==> src/hdl/sha1md_pkg.sv <==
package sha1md_pkg;

  localparam int unsigned QDepth = 4;
  localparam int unsigned QAw    = $clog2(QDepth);

  localparam logic [7:0]  PAD_MARK = 8'h80;

  // Word index within a block after which the 64-bit length follows.
  localparam logic [3:0]  LEN_HI_IDX = 4'd13;
  localparam logic [3:0]  BLK_LAST_IDX = 4'd15;

  localparam logic [6:0]  RND_SCHED_START = 7'd16;
  localparam logic [6:0]  RND_PHASE1 = 7'd20;
  localparam logic [6:0]  RND_PHASE2 = 7'd40;
  localparam logic [6:0]  RND_PHASE3 = 7'd60;
  localparam logic [6:0]  RND_LAST = 7'd79;

  localparam logic [31:0] K0 = 32'h5A827999;
  localparam logic [31:0] K1 = 32'h6ED9EBA1;
  localparam logic [31:0] K2 = 32'h8F1BBCDC;
  localparam logic [31:0] K3 = 32'hCA62C1D6;

  localparam logic [2:0]  DIGEST_LAST_IDX = 3'd4;

  typedef logic [31:0] word_t;

  // One message word on its way from the front to the compression engine.
  typedef struct packed {
    logic  msg_end;
    word_t data;
  } qword_t;

  // Push request from the front, with the queue's full flag beside it.
  typedef struct packed {
    logic push;
    logic full;
  } qctl_t;

  function automatic word_t init_chain(input logic [2:0] idx);
    word_t v;
    v = 32'h0;
    case (idx)
      3'd0:    v = 32'h67452301;
      3'd1:    v = 32'hEFCDAB89;
      3'd2:    v = 32'h98BADCFE;
      3'd3:    v = 32'h10325476;
      3'd4:    v = 32'hC3D2E1F0;
      default: v = 32'h0;
    endcase
    return v;
  endfunction

  function automatic word_t rotl1(input word_t v);
    return {v[30:0], v[31]};
  endfunction

  function automatic word_t rotl5(input word_t v);
    return {v[26:0], v[31:27]};
  endfunction

  function automatic word_t rotl30(input word_t v);
    return {v[1:0], v[31:2]};
  endfunction

endpackage

==> src/hdl/sha1md_if.sv <==
interface sha1md_in_if;
  logic       valid;
  logic       ready;
  logic [7:0] data_byte;
  logic       byte_present;
  logic       final_item;

  modport source (output valid, data_byte, byte_present, final_item, input ready);
  modport sink   (input valid, data_byte, byte_present, final_item, output ready);
endinterface

interface sha1md_out_if;
  logic        valid;
  logic        ready;
  logic [31:0] digest_word;
  logic [2:0]  word_index;
  logic        last_word;

  modport source (output valid, digest_word, word_index, last_word, input ready);
  modport sink   (input valid, digest_word, word_index, last_word, output ready);
endinterface

==> src/hdl/sha1md_front.sv <==
module sha1md_front
  import sha1md_pkg::*;
(
  input  logic           clk,
  input  logic           rst_n,
  sha1md_in_if.sink      in_ch,
  output qctl_t          qctl,
  input  logic           q_full,
  output qword_t         q_wdata
);

  localparam logic [2:0] F_BYTE = 3'd0;
  localparam logic [2:0] F_PADW = 3'd1;
  localparam logic [2:0] F_ZERO = 3'd2;
  localparam logic [2:0] F_LENH = 3'd3;
  localparam logic [2:0] F_LENL = 3'd4;

  logic [2:0]  state_r, state_nxt;
  logic [63:0] len_r, len_nxt;
  logic [23:0] word_r, word_nxt;
  logic [3:0]  cnt_r, cnt_nxt;
  logic        push;
  qword_t      wdata;
  word_t       pad_word;
  logic        in_fire;

  assign in_ch.ready = (state_r == F_BYTE) && !q_full;
  assign in_fire     = in_ch.valid && in_ch.ready;

  // The marker byte follows the bytes already packed into the open word.
  always_comb begin
    case (len_r[4:3])
      2'd0:    pad_word = {PAD_MARK, 24'h0};
      2'd1:    pad_word = {word_r[7:0], PAD_MARK, 16'h0};
      2'd2:    pad_word = {word_r[15:0], PAD_MARK, 8'h0};
      default: pad_word = {word_r[23:0], PAD_MARK};
    endcase
  end

  always_comb begin
    state_nxt = state_r;
    len_nxt   = len_r;
    word_nxt  = word_r;
    cnt_nxt   = cnt_r;
    push      = 1'b0;
    wdata     = '0;
    unique case (state_r)
      F_BYTE: begin
        if (in_fire) begin
          if (in_ch.byte_present) begin
            word_nxt = {word_r[15:0], in_ch.data_byte};
            len_nxt  = len_r + 64'd8;
            if (len_r[4:3] == 2'd3) begin
              push       = 1'b1;
              wdata.data = {word_r, in_ch.data_byte};
            end
          end
          if (in_ch.final_item) begin
            state_nxt = F_PADW;
          end
        end
      end
      F_PADW: begin
        if (!q_full) begin
          push       = 1'b1;
          wdata.data = pad_word;
          cnt_nxt    = len_r[8:5] + 4'd1;
          state_nxt  = (len_r[8:5] == LEN_HI_IDX) ? F_LENH : F_ZERO;
        end
      end
      F_ZERO: begin
        if (!q_full) begin
          push    = 1'b1;
          cnt_nxt = cnt_r + 4'd1;
          if (cnt_r == LEN_HI_IDX) begin
            state_nxt = F_LENH;
          end
        end
      end
      F_LENH: begin
        if (!q_full) begin
          push       = 1'b1;
          wdata.data = len_r[63:32];
          state_nxt  = F_LENL;
        end
      end
      F_LENL: begin
        if (!q_full) begin
          push          = 1'b1;
          wdata.data    = len_r[31:0];
          wdata.msg_end = 1'b1;
          len_nxt       = 64'd0;
          state_nxt     = F_BYTE;
        end
      end
      default: state_nxt = F_BYTE;
    endcase
  end

  always_ff @(posedge clk) begin
    if (!rst_n) begin
      state_r <= F_BYTE;
      len_r   <= 64'd0;
      cnt_r   <= 4'd0;
    end else begin
      state_r <= state_nxt;
      len_r   <= len_nxt;
      cnt_r   <= cnt_nxt;
    end
  end

  always_ff @(posedge clk) begin
    word_r <= word_nxt;
  end

  assign qctl.push = push;
  assign qctl.full = q_full;
  assign q_wdata   = wdata;

endmodule

==> src/hdl/sha1md_queue.sv <==
module sha1md_queue
  import sha1md_pkg::*;
(
  input  logic   clk,
  input  logic   rst_n,
  input  qctl_t  qctl,
  input  qword_t wdata,
  output logic   full,
  input  logic   pop,
  output logic   rvalid,
  output qword_t rdata
);

  qword_t         mem_r [QDepth];
  logic [QAw-1:0] wr_ptr_r, rd_ptr_r;
  logic [QAw:0]   cnt_r;
  logic           do_push, do_pop;

  assign full    = (cnt_r == (QAw+1)'(QDepth));
  assign rvalid  = (cnt_r != '0);
  assign rdata   = mem_r[rd_ptr_r];
  assign do_push = qctl.push && !qctl.full;
  assign do_pop  = pop && rvalid;

  always_ff @(posedge clk) begin
    if (!rst_n) begin
      wr_ptr_r <= '0;
      rd_ptr_r <= '0;
      cnt_r    <= '0;
    end else begin
      if (do_push) begin
        wr_ptr_r <= wr_ptr_r + 1'b1;
      end
      if (do_pop) begin
        rd_ptr_r <= rd_ptr_r + 1'b1;
      end
      case ({do_push, do_pop})
        2'b10:   cnt_r <= cnt_r + 1'b1;
        2'b01:   cnt_r <= cnt_r - 1'b1;
        default: cnt_r <= cnt_r;
      endcase
    end
  end

  always_ff @(posedge clk) begin
    if (do_push) begin
      mem_r[wr_ptr_r] <= wdata;
    end
  end

endmodule

==> src/hdl/sha1md_back.sv <==
module sha1md_back
  import sha1md_pkg::*;
(
  input  logic        clk,
  input  logic        rst_n,
  input  logic        q_valid,
  input  qword_t      q_rdata,
  output logic        q_pop,
  sha1md_out_if.source out_ch
);

  localparam logic [1:0] B_IDLE = 2'd0;
  localparam logic [1:0] B_RND  = 2'd1;
  localparam logic [1:0] B_ADD  = 2'd2;
  localparam logic [1:0] B_OUT  = 2'd3;

  logic [1:0] state_r, state_nxt;
  word_t      chain_r [5];
  word_t      rr_r [5];
  word_t      win_r [16];
  logic [6:0] t_r;
  logic [2:0] idx_r;
  logic       last_blk_r;

  word_t      w, f, k, tmp;
  logic       rnd_go;

  // Rounds 0 to 15 take the word straight from the queue; later rounds expand.
  always_comb begin
    if (t_r < RND_SCHED_START) begin
      w = q_rdata.data;
    end else begin
      w = rotl1(win_r[13] ^ win_r[8] ^ win_r[2] ^ win_r[0]);
    end
    if (t_r < RND_PHASE1) begin
      f = (rr_r[1] & rr_r[2]) | (~rr_r[1] & rr_r[3]);
      k = K0;
    end else if (t_r < RND_PHASE2) begin
      f = rr_r[1] ^ rr_r[2] ^ rr_r[3];
      k = K1;
    end else if (t_r < RND_PHASE3) begin
      f = (rr_r[1] & rr_r[2]) | (rr_r[1] & rr_r[3]) | (rr_r[2] & rr_r[3]);
      k = K2;
    end else begin
      f = rr_r[1] ^ rr_r[2] ^ rr_r[3];
      k = K3;
    end
    tmp = rotl5(rr_r[0]) + f + rr_r[4] + k + w;
  end

  assign rnd_go = (state_r == B_RND) && ((t_r >= RND_SCHED_START) || q_valid);
  assign q_pop  = rnd_go && (t_r < RND_SCHED_START);

  always_comb begin
    state_nxt = state_r;
    unique case (state_r)
      B_IDLE: if (q_valid) state_nxt = B_RND;
      B_RND:  if (rnd_go && (t_r == RND_LAST)) state_nxt = B_ADD;
      B_ADD:  state_nxt = last_blk_r ? B_OUT : B_IDLE;
      B_OUT:  if (out_ch.ready && (idx_r == DIGEST_LAST_IDX)) state_nxt = B_IDLE;
      default: state_nxt = B_IDLE;
    endcase
  end

  always_ff @(posedge clk) begin
    if (!rst_n) begin
      state_r <= B_IDLE;
      t_r     <= 7'd0;
      idx_r   <= 3'd0;
      for (int i = 0; i < 5; i++) begin
        chain_r[i] <= init_chain(3'(i));
      end
    end else begin
      state_r <= state_nxt;
      unique case (state_r)
        B_IDLE: t_r <= 7'd0;
        B_RND:  if (rnd_go) t_r <= t_r + 7'd1;
        B_ADD: begin
          idx_r <= 3'd0;
          for (int i = 0; i < 5; i++) begin
            chain_r[i] <= chain_r[i] + rr_r[i];
          end
        end
        B_OUT: begin
          if (out_ch.ready) begin
            idx_r <= idx_r + 3'd1;
            // The chain returns to its initial value once the digest is out.
            if (idx_r == DIGEST_LAST_IDX) begin
              for (int i = 0; i < 5; i++) begin
                chain_r[i] <= init_chain(3'(i));
              end
            end
          end
        end
        default: t_r <= 7'd0;
      endcase
    end
  end

  always_ff @(posedge clk) begin
    if (state_r == B_IDLE) begin
      for (int i = 0; i < 5; i++) begin
        rr_r[i] <= chain_r[i];
      end
    end else if (rnd_go) begin
      rr_r[0] <= tmp;
      rr_r[1] <= rr_r[0];
      rr_r[2] <= rotl30(rr_r[1]);
      rr_r[3] <= rr_r[2];
      rr_r[4] <= rr_r[3];
      for (int i = 0; i < 15; i++) begin
        win_r[i] <= win_r[i+1];
      end
      win_r[15] <= w;
      if (t_r == {3'd0, BLK_LAST_IDX}) begin
        last_blk_r <= q_rdata.msg_end;
      end
    end
  end

  assign out_ch.valid       = (state_r == B_OUT);
  assign out_ch.digest_word = chain_r[idx_r];
  assign out_ch.word_index  = idx_r;
  assign out_ch.last_word   = (idx_r == DIGEST_LAST_IDX);

endmodule

==> src/hdl/sha1_message_digest_core.sv <==
// Bytes are taken one per cycle while the four-word queue has room and no padding is pending.
// Each block passes through a load, 80 rounds and a chaining add in the engine, while the front
// keeps filling the queue with the next words until it is full.
// A final item adds 3 to 18 padding words, which may spill the length into a block of its own;
// the digest words then leave one per cycle while the receiver is ready.
// Synchronous active-low reset restores the initial chain, a zero length and an empty queue.
module sha1_message_digest_core
  import sha1md_pkg::*;
(
  input  logic          clk,
  input  logic          rst_n,
  sha1md_in_if.sink     in_ch,
  sha1md_out_if.source  out_ch
);

  qctl_t  qctl;
  qword_t q_wdata;
  qword_t q_rdata;
  logic   q_full;
  logic   q_valid;
  logic   q_pop;

  sha1md_front u_front (
    .clk     (clk),
    .rst_n   (rst_n),
    .in_ch   (in_ch),
    .qctl    (qctl),
    .q_full  (q_full),
    .q_wdata (q_wdata)
  );

  sha1md_queue u_queue (
    .clk    (clk),
    .rst_n  (rst_n),
    .qctl   (qctl),
    .wdata  (q_wdata),
    .full   (q_full),
    .pop    (q_pop),
    .rvalid (q_valid),
    .rdata  (q_rdata)
  );

  sha1md_back u_back (
    .clk     (clk),
    .rst_n   (rst_n),
    .q_valid (q_valid),
    .q_rdata (q_rdata),
    .q_pop   (q_pop),
    .out_ch  (out_ch)
  );

endmodule

==> src/flat_wrapper.sv <==
// flat-port wrapper written by rule: the top's interface ports become plain ports
module sha1_message_digest_core_flat import sha1md_pkg::*;
  (clk, rst_n, in_ch_valid, in_ch_data_byte, in_ch_byte_present, in_ch_final_item, in_ch_ready, out_ch_valid, out_ch_digest_word, out_ch_word_index, out_ch_last_word, out_ch_ready);
  sha1md_in_if in_ch_i ();
  sha1md_out_if out_ch_i ();
  input  logic clk;
  input  logic rst_n;
  input wire logic [$bits(in_ch_i.valid)-1:0] in_ch_valid;
  input wire logic [$bits(in_ch_i.data_byte)-1:0] in_ch_data_byte;
  input wire logic [$bits(in_ch_i.byte_present)-1:0] in_ch_byte_present;
  input wire logic [$bits(in_ch_i.final_item)-1:0] in_ch_final_item;
  output wire logic [$bits(in_ch_i.ready)-1:0] in_ch_ready;
  output wire logic [$bits(out_ch_i.valid)-1:0] out_ch_valid;
  output wire logic [$bits(out_ch_i.digest_word)-1:0] out_ch_digest_word;
  output wire logic [$bits(out_ch_i.word_index)-1:0] out_ch_word_index;
  output wire logic [$bits(out_ch_i.last_word)-1:0] out_ch_last_word;
  input wire logic [$bits(out_ch_i.ready)-1:0] out_ch_ready;
  assign in_ch_i.valid = in_ch_valid;
  assign in_ch_i.data_byte = in_ch_data_byte;
  assign in_ch_i.byte_present = in_ch_byte_present;
  assign in_ch_i.final_item = in_ch_final_item;
  assign in_ch_ready = in_ch_i.ready;
  assign out_ch_valid = out_ch_i.valid;
  assign out_ch_digest_word = out_ch_i.digest_word;
  assign out_ch_word_index = out_ch_i.word_index;
  assign out_ch_last_word = out_ch_i.last_word;
  assign out_ch_i.ready = out_ch_ready;
  sha1_message_digest_core u_core (.clk(clk), .rst_n(rst_n), .in_ch(in_ch_i), .out_ch(out_ch_i));
endmodule
==> config.mk <==
export PLATFORM = sky130hd
export DESIGN_NAME = sha1_message_digest_core_flat
export DESIGN_NICKNAME = d
export VERILOG_FILES = /design/src/hdl/sha1md_pkg.sv /design/src/hdl/sha1md_if.sv /design/src/hdl/sha1md_front.sv /design/src/hdl/sha1md_queue.sv /design/src/hdl/sha1md_back.sv /design/src/hdl/sha1_message_digest_core.sv /design/src/flat_wrapper.sv
export SDC_FILE = /design/constraint.sdc
export NUM_CORES = 2
export LEC_CHECK = 0
export BUFFER_PORTS_ARGS = -buffer_cell sky130_fd_sc_hd__clkbuf_2
export CORE_MARGIN = 2
export CORE_UTILIZATION = 35
export CTS_BUF_LIST = sky130_fd_sc_hd__clkbuf_16
export CTS_CLUSTER_DIAMETER = 50
export DETAILED_ROUTE_END_ITERATION = 7
export HOLD_SLACK_MARGIN = 0.02
export SLEW_MARGIN = 15
export SYNTH_ARGS = -nofsm -noshare
export SYNTH_HDL_FRONTEND = slang
export SYNTH_HIERARCHICAL = 1
export SYNTH_SLANG_ARGS = --single-unit
==> constraint.sdc <==
create_clock -name clk -period 15.7 [get_ports clk]
set_input_delay 2.355 -clock clk [delete_from_list [all_inputs] [get_ports clk]]
set_output_delay 2.355 -clock clk [all_outputs]
set_load 0.01 [all_outputs]
==> flow_summary.json <==
{
  "outcome": "finished, final reports clean",
  "grtUsageTotal": 0.172,
  "instances_no_fill": 6467,
  "fin_crit_sh": 0.414,
  "hpwl_um": 93200,
  "finalWorstSetupSlack_ns": 9.21,
  "die_y_um": 396,
  "clockBufferDepth": 3,
  "clock_latency_ns": 0.79,
  "fmax_ghz": 0.154,
  "drtPass1Iterations": 7,
  "synthesis.instances": 4243,
  "cts_root_buf": "clkbuf_16",
  "p_switching_w": 0.00350,
  "syn2layout_area_growth_pct": 13.2,
  "avgRoutedWirePerCell_um": 21.0,
  "core_area_mm2": 0.152,
  "p_int_w": 0.00654,
  "cts_tree": "built",
  "ys.flop_type": "edfxtp_1",
  "die-area_mm2": 0.157,
  "synthArstFlopShare": 0,
  "synth_warnings": 6,
  "cts_hold_buffers": 0,
  "postRouteAntennaNets": 0,
  "final_nets": 4672,
  "clock_skew_ns": 0.0414,
  "cp-end-kind": "register",
  "vdd_drop_max_mv": 0.169,
  "syn_nets": 4589,
  "start_util": 0.353,
  "critPathMaxFanout": 23,
  "layout-drive-gt1-share": 0.102,
  "drv_slew": 0,
  "finalSetupViolCount": 0,
  "io_buffer_count": 51,
  "synth_cell_types": 94,
  "final_util": 0.399,
  "rows": 143,
  "slew_headroom": 0.205,
  "post-place-ws_ns": 9.13,
  "setup.worst_path.class": "register to register",
  "clock_sinks": 1081,
  "crit_arrival_ns": 7.03,
  "antennaDiodeCount": 0,
  "rsz0062_at_grt": "false",
  "fin_tns_setup_ns": 0,
  "htreeDepth": 4,
  "die_w_um": 396,
  "tightest_slew_ns": 1.17,
  "avgSynthCellArea_um2": 12.7,
  "finalHoldViolCount": 0,
  "min_period_ns": 6.49,
  "synth-edff-count": 989,
  "cts_setup_buffers": 0,
  "drt_iter0_drc": 3484,
  "grt_pass1_vias": 32707,
  "yosysSeqAreaShare": 0.587,
  "crit_required_ns": 16.23,
  "vias_per_cell": 5.24,
  "hold_class": "register to register",
  "gp_congestion": 0.896,
  "critPathLaunchType": "register",
  "io-pin-count": 52,
  "p_per_area_mw_per_mm2": 165,
  "leakagePower_nw": 22.2,
  "combPwrFrac": 0.330,
  "overflow": 0,
  "switching_share": 0.349,
  "grt_first_pass_wirelength_um": 207000,
  "placed_cells": 6217,
  "ctsResizeCount": 0,
  "power_frac_seq": 0.358,
  "numCtsBuffers": 137,
  "vias": 33914,
  "syn_area_mm2": 0.0537,
  "drt_wl_total_um": 136000,
  "grt_max_degree": 166,
  "drv_cap": 0,
  "clkPwrFrac": 0.312,
  "clkTransAtPathRegs_ns": 0.06,
  "grt_antenna_before_repair": 2,
  "ys_ff_latch": 1081,
  "n_fill_cell": 14275,
  "drcViolationCount": 0
}
[power groups by stage]
stage | registers [W] | logic, W | clock network [W]
floorplan | 0.00362 | 0.00247 | 0
global route | 0.00361 | 0.00370 | 0.00331
global placement | 0.00364 | 0.00323 | 0
CTS | 0.00359 | 0.00329 | 0.00320
finish | 0.00359 | 0.00332 | 0.00313
detailed placement | 0.00365 | 0.00326 | 0
[area by class of cell]
class | instances | area (um2) | area share
clock buffers | 138 | 3450 | 0.0568
clock inverters | 112 | 1110 | 0.0182
repair buffers | 86 | 547 | 0.00899
multi-input cells | 2719 | 20500 | 0.337
inverters | 301 | 1140 | 0.0187
well taps | 2030 | 2540 | 0.0418
flip-flops and latches | 1081 | 31500 | 0.519
[cells by family (layout without fill, tap and decap cells)]
| logic type | count (synthesis) | after routing | synth area share |
|---|---|---|---|
| DFF | 1081 | 1081 | 0.587 |
| xor gates and xnor gates | 278 | 278 | 0.0453 |
| AOI/OAI and AO/OA | 770 | 770 | 0.0956 |
| adders and majority gates | 332 | 332 | 0.0949 |
| buffers and inverters | 443 | 637 | 0.0326 |
| muxes | 143 | 143 | 0.0428 |
| and+or+nand+nor | 1196 | 1196 | 0.102 |
[synth_stat cells (all sizes together), types with 19 or more instances]
library cell,n,area share
edfxtp,989,0.55
nand2,591,0.041
inv,300,0.021
nor2,208,0.015
ha,206,0.048
a21oi,191,0.018
o21ai,184,0.017
xnor2,184,0.030
fa,126,0.047
clkbuf,112,0.0078
xor2,94,0.015
dfxtp,92,0.034
a21o,79,0.011
nand3,74,0.0070
mux4,65,0.027
o21a,64,0.0089
nor3,51,0.0051
mux2i,42,0.0078
nand4,39,0.0045
mux2,36,0.0075
and2,35,0.0041
nand2b,34,0.0040
nor2b,33,0.0038
buf,30,0.0037
o31ai,30,0.0045
a222oi,26,0.0048
a31oi,26,0.0033
or3,25,0.0031
and3,24,0.0028
o211ai,23,0.0033
or4,23,0.0033
a211oi,20,0.0031
o21bai,20,0.0028
a221o,19,0.0035
[routing by layer]
layer  GRT usage  vias to the layer above  share of wire  wire [um]
li1            -                    15692              -          -
met1       0.244                    16976           0.46      62000
met2       0.267                     1009           0.46      62200
met3      0.0282                      235          0.054       7350
met4      0.0618                        2          0.033       4470
met5           0                        -       0.000088         12
[layout by cell type (no fill, tap or decap), drive strengths merged, types with 19 or more instances in the layout]
cell | Yosys | layout
mux2 | 36 | 36
nand2b | 34 | 34
and2 | 35 | 35
inv | 300 | 341
xnor2 | 184 | 184
o21a | 64 | 64
o31ai | 30 | 30
a211oi | 20 | 20
a222oi | 26 | 26
mux2i | 42 | 42
a31oi | 26 | 26
o21bai | 20 | 20
mux4 | 65 | 65
or3 | 25 | 25
edfxtp | 989 | 989
nand2 | 591 | 591
nor2b | 33 | 33
buf | 30 | 35
fa | 126 | 126
clkbuf | 112 | 189
o21ai | 184 | 184
a221o | 19 | 19
nor3 | 51 | 51
a21o | 79 | 79
and3 | 24 | 24
clkinv | 1 | 54
or4 | 23 | 23
nor2 | 208 | 208
a21oi | 191 | 191
dfxtp | 92 | 92
nand4 | 39 | 39
o211ai | 23 | 23
ha | 206 | 206
xor2 | 94 | 94
nand3 | 74 | 74
[state kept, by name (all words and copies together) (netlist names), 2 cells and up, named ones only]
register                         flops
u_core/u_queue/rd_ptr_r              2
u_core/u_back/win_r                512
u_core/u_back/t_r                    7
u_core/u_front/state_r               3
u_core/u_queue/wr_ptr_r              2
u_core/u_front/cnt_r                 4
u_core/u_front/len_r                61
u_core/u_back/chain_r              160
u_core/u_back/rr_r                 160
u_core/u_back/state_r                2
u_core/u_queue/mem_r               132
u_core/u_back/out_ch.word_index      3
u_core/u_queue/cnt_r                 3
u_core/u_front/word_r               24
[stage by stage]
step	total power, W	area (um2)	hold slack (ns)
floorplan	0.00609	53700	0.400
global placement	0.00688	56300	0.400
detailed placement	0.00691	56300	0.405
CTS	0.0101	60800	0.407
global route	0.0106	60800	0.414
finish	0.0100	60800	0.404
[path summary, 6_finish.rpt]
kind                                                            from                                   end  slack, ns  depth (start not counted)
worst max-delay path               u_core/u_back/t_r[4]$_SDFFE_PN0P_   u_core/u_back/rr_r[0][31]$_DFFE_PP_       9.21                         20
worst min-delay path            u_core/u_back/win_r[1][61]$_DFFE_PP_  u_core/u_back/win_r[1][29]$_DFFE_PP_       0.40                          0
worst max register to register     u_core/u_back/t_r[4]$_SDFFE_PN0P_   u_core/u_back/rr_r[0][31]$_DFFE_PP_       9.21                         20
worst min register to register  u_core/u_back/win_r[1][61]$_DFFE_PP_  u_core/u_back/win_r[1][29]$_DFFE_PP_       0.40                          0
[worst max-delay path, cell delays in order, from the launching register on]
cell and delay (ns):
dfxtp_1 0.40, a41oi_1 0.69, and2_1 0.22, buf_4 0.39
nor2_2 0.07, buf_4 0.24, a221oi_1 0.38, fa_1 0.48
inv_1 0.09, fa_1 0.43, ha_1 0.26, fa_1 0.45
a211oi_1 0.35, o211ai_1 0.22, a41oi_2 0.39, o31ai_2 0.19
a31oi_4 0.27, o21ai_0 0.12, a31oi_1 0.22, xnor2_1 0.08
mux2_2 0.26
Note: power is estimated with default switching activity, not from simulation.
